`src/design/tlbp_pkg.sv`:
```
package tlbp_pkg;

  localparam int L1_DEPTH_DEF      = 64;
  localparam int L2_PARTS_DEF      = 4;
  localparam int L2_PART_DEPTH_DEF = 256;

  localparam int VPN_LSB = 12;
  localparam logic [15:0] LFSR_SEED = 16'hACE1;
  // remainder unit: divisor width covers every legal depth; reciprocal quotient
  // estimate in one step, subtract and single correction in the next
  localparam int RND_DIV_W = 11;
  localparam int RND_STEPS = 2;
  localparam int RCP_SH    = 24;

  localparam logic [1:0] HIT_NONE = 2'd0;
  localparam logic [1:0] HIT_L1   = 2'd1;
  localparam logic [1:0] HIT_L2   = 2'd2;

  typedef enum logic [2:0] {
    OP_LOOKUP   = 3'd0,
    OP_INS_L1   = 3'd1,
    OP_INS_L2   = 3'd2,
    OP_INVAL    = 3'd3,
    OP_FLUSH_L1 = 3'd4
  } op_t;

  typedef struct packed {
    logic [2:0]  op;
    logic [31:0] vaddr;
    logic [15:0] pid;
    logic [4:0]  page_shift;
    logic [19:0] vpn;
    logic [19:0] pfn;
  } req_t;

  typedef struct packed {
    logic [1:0]  hit_level;
    logic [19:0] frame;
    logic [31:0] paddr;
    logic        replaced;
    logic [5:0]  replaced_index;
  } rsp_t;

  typedef struct packed {
    logic [15:0] pid;
    logic [4:0]  shift;
    logic [19:0] vpn;
    logic [19:0] pfn;
  } entry_t;

  typedef enum logic [4:0] {
    S_IDLE, S_DISPATCH, S_L1_RD, S_L1_CHK, S_L1_SH, S_L1_SHW, S_POS, S_OWN_CHK,
    S_L2_RD, S_L2_CHK, S_L2_SH, S_L2_SHW, S_EMPTY, S_PART_MOD, S_L2_PUT,
    S_SLOT_MOD, S_L1_PUT, S_L1_MOD, S_DONE
  } state_t;

  typedef enum logic [4:0] {
    C_NOP, C_LATCH, C_FLUSH, C_L1_RD, C_L1_RD_NEXT, C_IDX_INC, C_L1_HIT,
    C_L1_SH_WR, C_L1_DEC, C_POS_INC, C_OWN_RD, C_L2_RD, C_L2_RD_NEXT,
    C_L2_HIT, C_L2_SH_WR, C_L2_DEC, C_L1_APPEND, C_L1_FIFO, C_L1_RAND,
    C_MOD_L1, C_MOD_PART, C_MOD_SLOT, C_SET_EMPTY, C_PART_FIFO, C_PART_RAND,
    C_L2_APPEND, C_L2_FIFO, C_L2_RAND, C_OUT_LOAD
  } dp_cmd_t;

  typedef struct packed {
    logic [2:0] op;
    logic       l1_va_hit;
    logic       l1_inv_hit;
    logic       l2_va_hit;
    logic       l2_vpn_hit;
    logic       owner_hit;
    logic       l1_end;
    logic       l2_end;
    logic       l1_last;
    logic       l2_last;
    logic       pos_end;
    logic       part_empty;
    logic       l1_full;
    logic       l2_full;
    logic       empty_found;
    logic       rnd_mode;
    logic       mod_done;
    logic       out_busy;
  } dp_status_t;

  function automatic logic ent_match(entry_t e, logic [31:0] va);
    logic [31:0] m;
    m = ~((32'd1 << e.shift) - 32'd1);
    return ((va & m) >> VPN_LSB) == {12'd0, e.vpn};
  endfunction

  function automatic logic [31:0] ent_phys(entry_t e, logic [31:0] va);
    logic [31:0] m;
    m = (32'd1 << e.shift) - 32'd1;
    return ({12'd0, e.pfn} << e.shift) | (va & m);
  endfunction

  // fibonacci lfsr, taps 16 14 13 11
  function automatic logic [15:0] lfsr_step(logic [15:0] l);
    return {l[0] ^ l[2] ^ l[3] ^ l[5], l[15:1]};
  endfunction

endpackage

```
`src/design/tlbp_ctrl.sv`:
```
module tlbp_ctrl import tlbp_pkg::*; (
  input  logic       clk,
  input  logic       rst,
  input  logic       req_valid,
  output logic       req_stall,
  input  dp_status_t status,
  output dp_cmd_t    cmd
);

  state_t state, state_next;

  always_ff @(posedge clk) begin
    if (rst) begin
      state <= S_IDLE;
    end else begin
      state <= state_next;
    end
  end

  assign req_stall = (state != S_IDLE);

  always_comb begin
    state_next = state;
    cmd        = C_NOP;
    unique case (state)
      S_IDLE: begin
        if (req_valid) begin
          cmd        = C_LATCH;
          state_next = S_DISPATCH;
        end
      end
      S_DISPATCH: begin
        unique case (status.op)
          OP_LOOKUP, OP_INVAL: state_next = S_L1_RD;
          OP_INS_L1:           state_next = S_L1_PUT;
          OP_INS_L2:           state_next = S_POS;
          OP_FLUSH_L1: begin
            cmd        = C_FLUSH;
            state_next = S_DONE;
          end
          default:             state_next = S_DONE;
        endcase
      end
      S_L1_RD: begin
        if (status.l1_end) begin
          state_next = S_POS;
        end else begin
          cmd        = C_L1_RD;
          state_next = S_L1_CHK;
        end
      end
      S_L1_CHK: begin
        if (status.op == OP_LOOKUP && status.l1_va_hit) begin
          cmd        = C_L1_HIT;
          state_next = S_DONE;
        end else if (status.op == OP_INVAL && status.l1_inv_hit) begin
          state_next = S_L1_SH;
        end else begin
          cmd        = C_IDX_INC;
          state_next = S_L1_RD;
        end
      end
      S_L1_SH: begin
        if (status.l1_last) begin
          cmd        = C_L1_DEC;
          state_next = S_POS;
        end else begin
          cmd        = C_L1_RD_NEXT;
          state_next = S_L1_SHW;
        end
      end
      S_L1_SHW: begin
        cmd        = C_L1_SH_WR;
        state_next = S_L1_SH;
      end
      S_POS: begin
        if (status.pos_end) begin
          state_next = (status.op == OP_INS_L2) ? S_EMPTY : S_DONE;
        end else if (status.part_empty) begin
          cmd = C_POS_INC;
        end else begin
          cmd        = C_OWN_RD;
          state_next = S_OWN_CHK;
        end
      end
      S_OWN_CHK: begin
        if (!status.owner_hit) begin
          cmd        = C_POS_INC;
          state_next = S_POS;
        end else if (status.op == OP_INS_L2) begin
          state_next = S_L2_PUT;
        end else begin
          state_next = S_L2_RD;
        end
      end
      S_L2_RD: begin
        if (status.l2_end) begin
          cmd        = C_POS_INC;
          state_next = S_POS;
        end else begin
          cmd        = C_L2_RD;
          state_next = S_L2_CHK;
        end
      end
      S_L2_CHK: begin
        if (status.op == OP_LOOKUP && status.l2_va_hit) begin
          cmd        = C_L2_HIT;
          state_next = S_L1_PUT;
        end else if (status.op == OP_INVAL && status.l2_vpn_hit) begin
          state_next = S_L2_SH;
        end else begin
          cmd        = C_IDX_INC;
          state_next = S_L2_RD;
        end
      end
      S_L2_SH: begin
        if (status.l2_last) begin
          cmd        = C_L2_DEC;
          state_next = S_DONE;
        end else begin
          cmd        = C_L2_RD_NEXT;
          state_next = S_L2_SHW;
        end
      end
      S_L2_SHW: begin
        cmd        = C_L2_SH_WR;
        state_next = S_L2_SH;
      end
      S_EMPTY: begin
        priority if (status.empty_found) begin
          cmd        = C_SET_EMPTY;
          state_next = S_L2_PUT;
        end else if (status.rnd_mode) begin
          cmd        = C_MOD_PART;
          state_next = S_PART_MOD;
        end else begin
          cmd        = C_PART_FIFO;
          state_next = S_L2_PUT;
        end
      end
      S_PART_MOD: begin
        if (status.mod_done) begin
          cmd        = C_PART_RAND;
          state_next = S_L2_PUT;
        end
      end
      S_L2_PUT: begin
        priority if (!status.l2_full) begin
          cmd        = C_L2_APPEND;
          state_next = S_DONE;
        end else if (status.rnd_mode) begin
          cmd        = C_MOD_SLOT;
          state_next = S_SLOT_MOD;
        end else begin
          cmd        = C_L2_FIFO;
          state_next = S_DONE;
        end
      end
      S_SLOT_MOD: begin
        if (status.mod_done) begin
          cmd        = C_L2_RAND;
          state_next = S_DONE;
        end
      end
      S_L1_PUT: begin
        priority if (!status.l1_full) begin
          cmd        = C_L1_APPEND;
          state_next = S_DONE;
        end else if (status.rnd_mode) begin
          cmd        = C_MOD_L1;
          state_next = S_L1_MOD;
        end else begin
          cmd        = C_L1_FIFO;
          state_next = S_DONE;
        end
      end
      S_L1_MOD: begin
        if (status.mod_done) begin
          cmd        = C_L1_RAND;
          state_next = S_DONE;
        end
      end
      S_DONE: begin
        if (!status.out_busy) begin
          cmd        = C_OUT_LOAD;
          state_next = S_IDLE;
        end
      end
      default: state_next = S_IDLE;
    endcase
  end

endmodule

```
`config.mk`:
```
export PLATFORM = sky130hd
export DESIGN_NAME = tlbp_ctrl
export DESIGN_NICKNAME = d
export VERILOG_FILES = /design/src/design/tlbp_pkg.sv /design/src/design/tlbp_ctrl.sv
export SDC_FILE = /design/constraint.sdc
export NUM_CORES = 1
export LEC_CHECK = 0
export BUFFER_PORTS_ARGS = -buffer_cell sky130_fd_sc_hd__buf_2
export CAP_MARGIN = 20
export CELL_PAD_IN_SITES_DETAIL_PLACEMENT = 0
export CELL_PAD_IN_SITES_GLOBAL_PLACEMENT = 1
export CORE_MARGIN = 4
export CORE_UTILIZATION = 35
export DETAILED_ROUTE_END_ITERATION = 8
export PLACE_DENSITY_LB_ADDON = 0.1
export REMOVE_ABC_BUFFERS = 1
export SLEW_MARGIN = 10
export SYNTH_ARGS = -nofsm -noshare
export SYNTH_HDL_FRONTEND = slang
export SYNTH_SLANG_ARGS = --single-unit
```
`constraint.sdc`:
```
create_clock -name clk -period 2 [get_ports clk]
set_input_delay 0.3 -clock clk [delete_from_list [all_inputs] [get_ports clk]]
set_output_delay 0.3 -clock clk [all_outputs]
set_load 0.02 [all_outputs]
```
==> flow_summary_export.csv <==
group,metric,value,unit
status,status,"complete, but fails checks",
status,violations,"negative setup slack",
final_layout,drive_gt1_share,58.74,%
cts,clockBufferDepth,2,
global_route,grt_overflow,0,
cts,cts.sinks,5,
sta,setup_slack,-169.1,ps
sta,timing.fmax,0.4610,GHz
final_layout,final_nets,293,
route,dr.pass1.iters,7,
global_route,antenna_found_initial,0,
synth,synth_area,1224,um2
synth,ys_async_sr_fraction,0,%
synth,synth_edf_count,0,
sta,fin_crit_sh,108.5,%
global_route,grt_max_degree,16,
route,vias_per_cell,6.016,
power,vdd_drop_max,0.3159,mV
final_layout,ff_latch_area,118.9,um2
setup_path,end_kind,"output pin",
final_layout,fin_cells,315,
worst_hold_path,hold_depth,3,
global_route,grt_pass1_vias,1869,
sta,slew_headroom,68.30,%
setup_path,worstPathRequired,1700,ps
synth,ys_seq_area_share,8.180,%
floorplanning,fp.dieH,67.13,um
sta,rsz0062_at_grt,"yes",
sta,skew,6.672,ps
placed_design,dpl.cell_count,294,
placed_design,dp_hpwl,4110,um
synth,netlist_instances,180,
final_layout,area_growth,84.25,%
setup_path,cp.depth,7,
cts,cts_tree,"built",
synth,synth.distinct_cells,60,
final_layout,reg_top3,"state x5",
setup_path,worst-path-max-fanout,3,
floorplanning,pin_count,29,
floorplanning,start_util,36.38,%
final_layout,fillers,313,
final_layout,n_antenna_cell,0,
cts,cts_root_buf,"clkbuf_4",
route,wire_per_inst,19.03,um
final_layout,largest_reg_flops,5,
synth,synth_warnings,0,
synth,syn_area_per_cell,6.798,um2
floorplanning,rows,21,
synth,synth.area.top_cells,"dfxtp_1 8.2%, nand2b_1 5.6%, nand2_1 4.6%",
cts,clk_latency,250,ps
setup_path,crit_arrival,1870,ps
sta,tightest_slew,474.5,ps
sta,slew_violations,0,
cts,cts_inserted_buffers,3,
sta,hold_ws,367.9,ps
sta,fin_crit,2169,ps
route,drcViolationCount,0,
floorplanning,die_x,67.13,um
global_route,track_usage,27.44,%
setup_path,crit_type,"register to output pin",
synth,synth_common_cells,"15 x nand2_1, 11 x nand2b_1, 11 x nor3_1",
route,postRouteWirelength,5996,um
sta,setup_viol,6,
floorplanning,coreArea,3363,um2
floorplanning,die-area,4506,um2
global_route,grt_pass1_wl,9370,um
route,vias,1895,
setup_path,critPathLaunchType,"register",
setup_path,slowest_stage,"or4_4",
synth,yosys.area.top_type,"dfxtp_1",
setup_path,reg2reg_depth,8,
flow_run,cap_violations,0,
power,p_total,0.002051,W
placed_design,gp_congestion,1.025,
sta,hold_violations,0,
cts,htreeDepth,1,
synth,yosysMostFrequentCell,"nand2_1",
setup_path,crit_buf_inv,2,
synth,synth_ff_type,"dfxtp_1",
synth,synth_seq_cells,5,
power,p_leak,0.9287,nW
setup_path,worst_path_dominant_cell_family,"simple AND/OR/NAND/NOR gates",
worst_hold_path,worstHoldPathType,"input port to register",
route,first_iter_violations,183,
placed_design,port_buffers,28,
power,power_density,909.8,nW/um2
synth,synth.top_cell.area_share,8.180,%
setup_path,cpMostUsedCell,"buf_6",
final_layout,top_register,"state",
setup_path,crit_chain,"nand2b_4 > buf_6 > nor2_2 > a31oi_2 > o22ai_2 > or4_4 > buf_6",
cts,clkTransAtPathRegs,40,ps
route,drtAntennaViolNets,0,
final_layout,multi_input_area,1239,um2
cts,hold_buffers,0,
setup_path,slowest_delay,540,ps
placed_design,dp_slack,-169.4,ps
==> what timing repair did <==
action,in CTS,in global routing
pin swaps,11,19
gates cloned,2,0
resized for setup,55,30
setup buffers,12,6
endpoints found under the setup margin,5,9
endpoints found under the hold margin,0,0
==> worst reg2reg max path, cell delays in order, from the launching register on <==
cell and delay (ps):
dfxtp_4 350, buf_6 130, buf_6 120, or3_4 440
buf_4 160, o32ai_2 280, nor4_2 90, nand2b_1 190
o2bb2ai_1 110
==> metal layers <==
| layer | up-vias | GRT usage (%) | wire (um) |
|---|---|---|---|
| met5 | - | 0 | 0 |
| met4 | 0 | 15.44 | 191 |
| met3 | 15 | 2.163 | 436 |
| met2 | 111 | 43.56 | 2840 |
| met1 | 897 | 36.39 | 2528 |
| li1 | 872 | - | - |
==> power by group <==
part | switching (W) | total [W] | internal (W)
Combinational | 0.000865 | 0.00175 | 0.000882
Sequential | 0.0000431 | 0.000183 | 0.000139
Clock | 0.0000457 | 0.000121 | 0.0000757
Total | 0.000954 | 0.00205 | 0.00110
==> layout by cell type, fill, tap and decap left out, types with 5 or more instances in the layout <==
master    netlist  final
nor2b_1         8      7
buf_4           4     56
nand2b_1       11      8
nor3_1         11      7
buf_2           9     24
nor2_1         10      8
nand3_1         7      6
nand2_1        15     13
a21oi_1         7      6
dfxtp_4         0      5
buf_6           1     18
==> area by class of cell <==
type | instances | share of cell area [%]
multi-input cells | 154 | 54.94
repair buffers | 100 | 35.07
flip-flops and latches | 5 | 5.272
well taps | 46 | 2.553
clock buffers | 4 | 1.165
inverters | 6 | 0.9989
==> stage by stage <==
step | setup TNS [ps] | cell area [um2] | util (%)
3_3_place_gp | -197.3 | 1744 | 51.86
6_report | -557.6 | 2255 | 67.04
2_1_floorplan | -303.6 | 1134 | -
4_1_cts | -516.7 | 2097 | 62.35
3_5_place_dp | -184.2 | 1744 | 51.86
5_1_grt | -948.4 | 2255 | 67.04
==> final timing paths <==
check / startpoint / endpoint / slack (ps)
max: state[3] / cmd[0] / -170
min: rst / state[0] / 370
max reg2reg: state[4] / state[1] / 0
min reg2reg: state[1] / state[0] / 620
==> cells by family (layout without fill, tap and decap cells) <==
| logic type | count (synthesis) | in the layout | share of synthesized area, % |
|---|---|---|---|
| flip-flops | 5 | 5 | 8.180 |
| AND/OR/NAND/NOR | 100 | 100 | 50.00 |
| buffers and inverters | 21 | 110 | 9.202 |
| AO/OA/AOI/OAI | 54 | 54 | 32.62 |
Power figures use the tool's default switching activity.
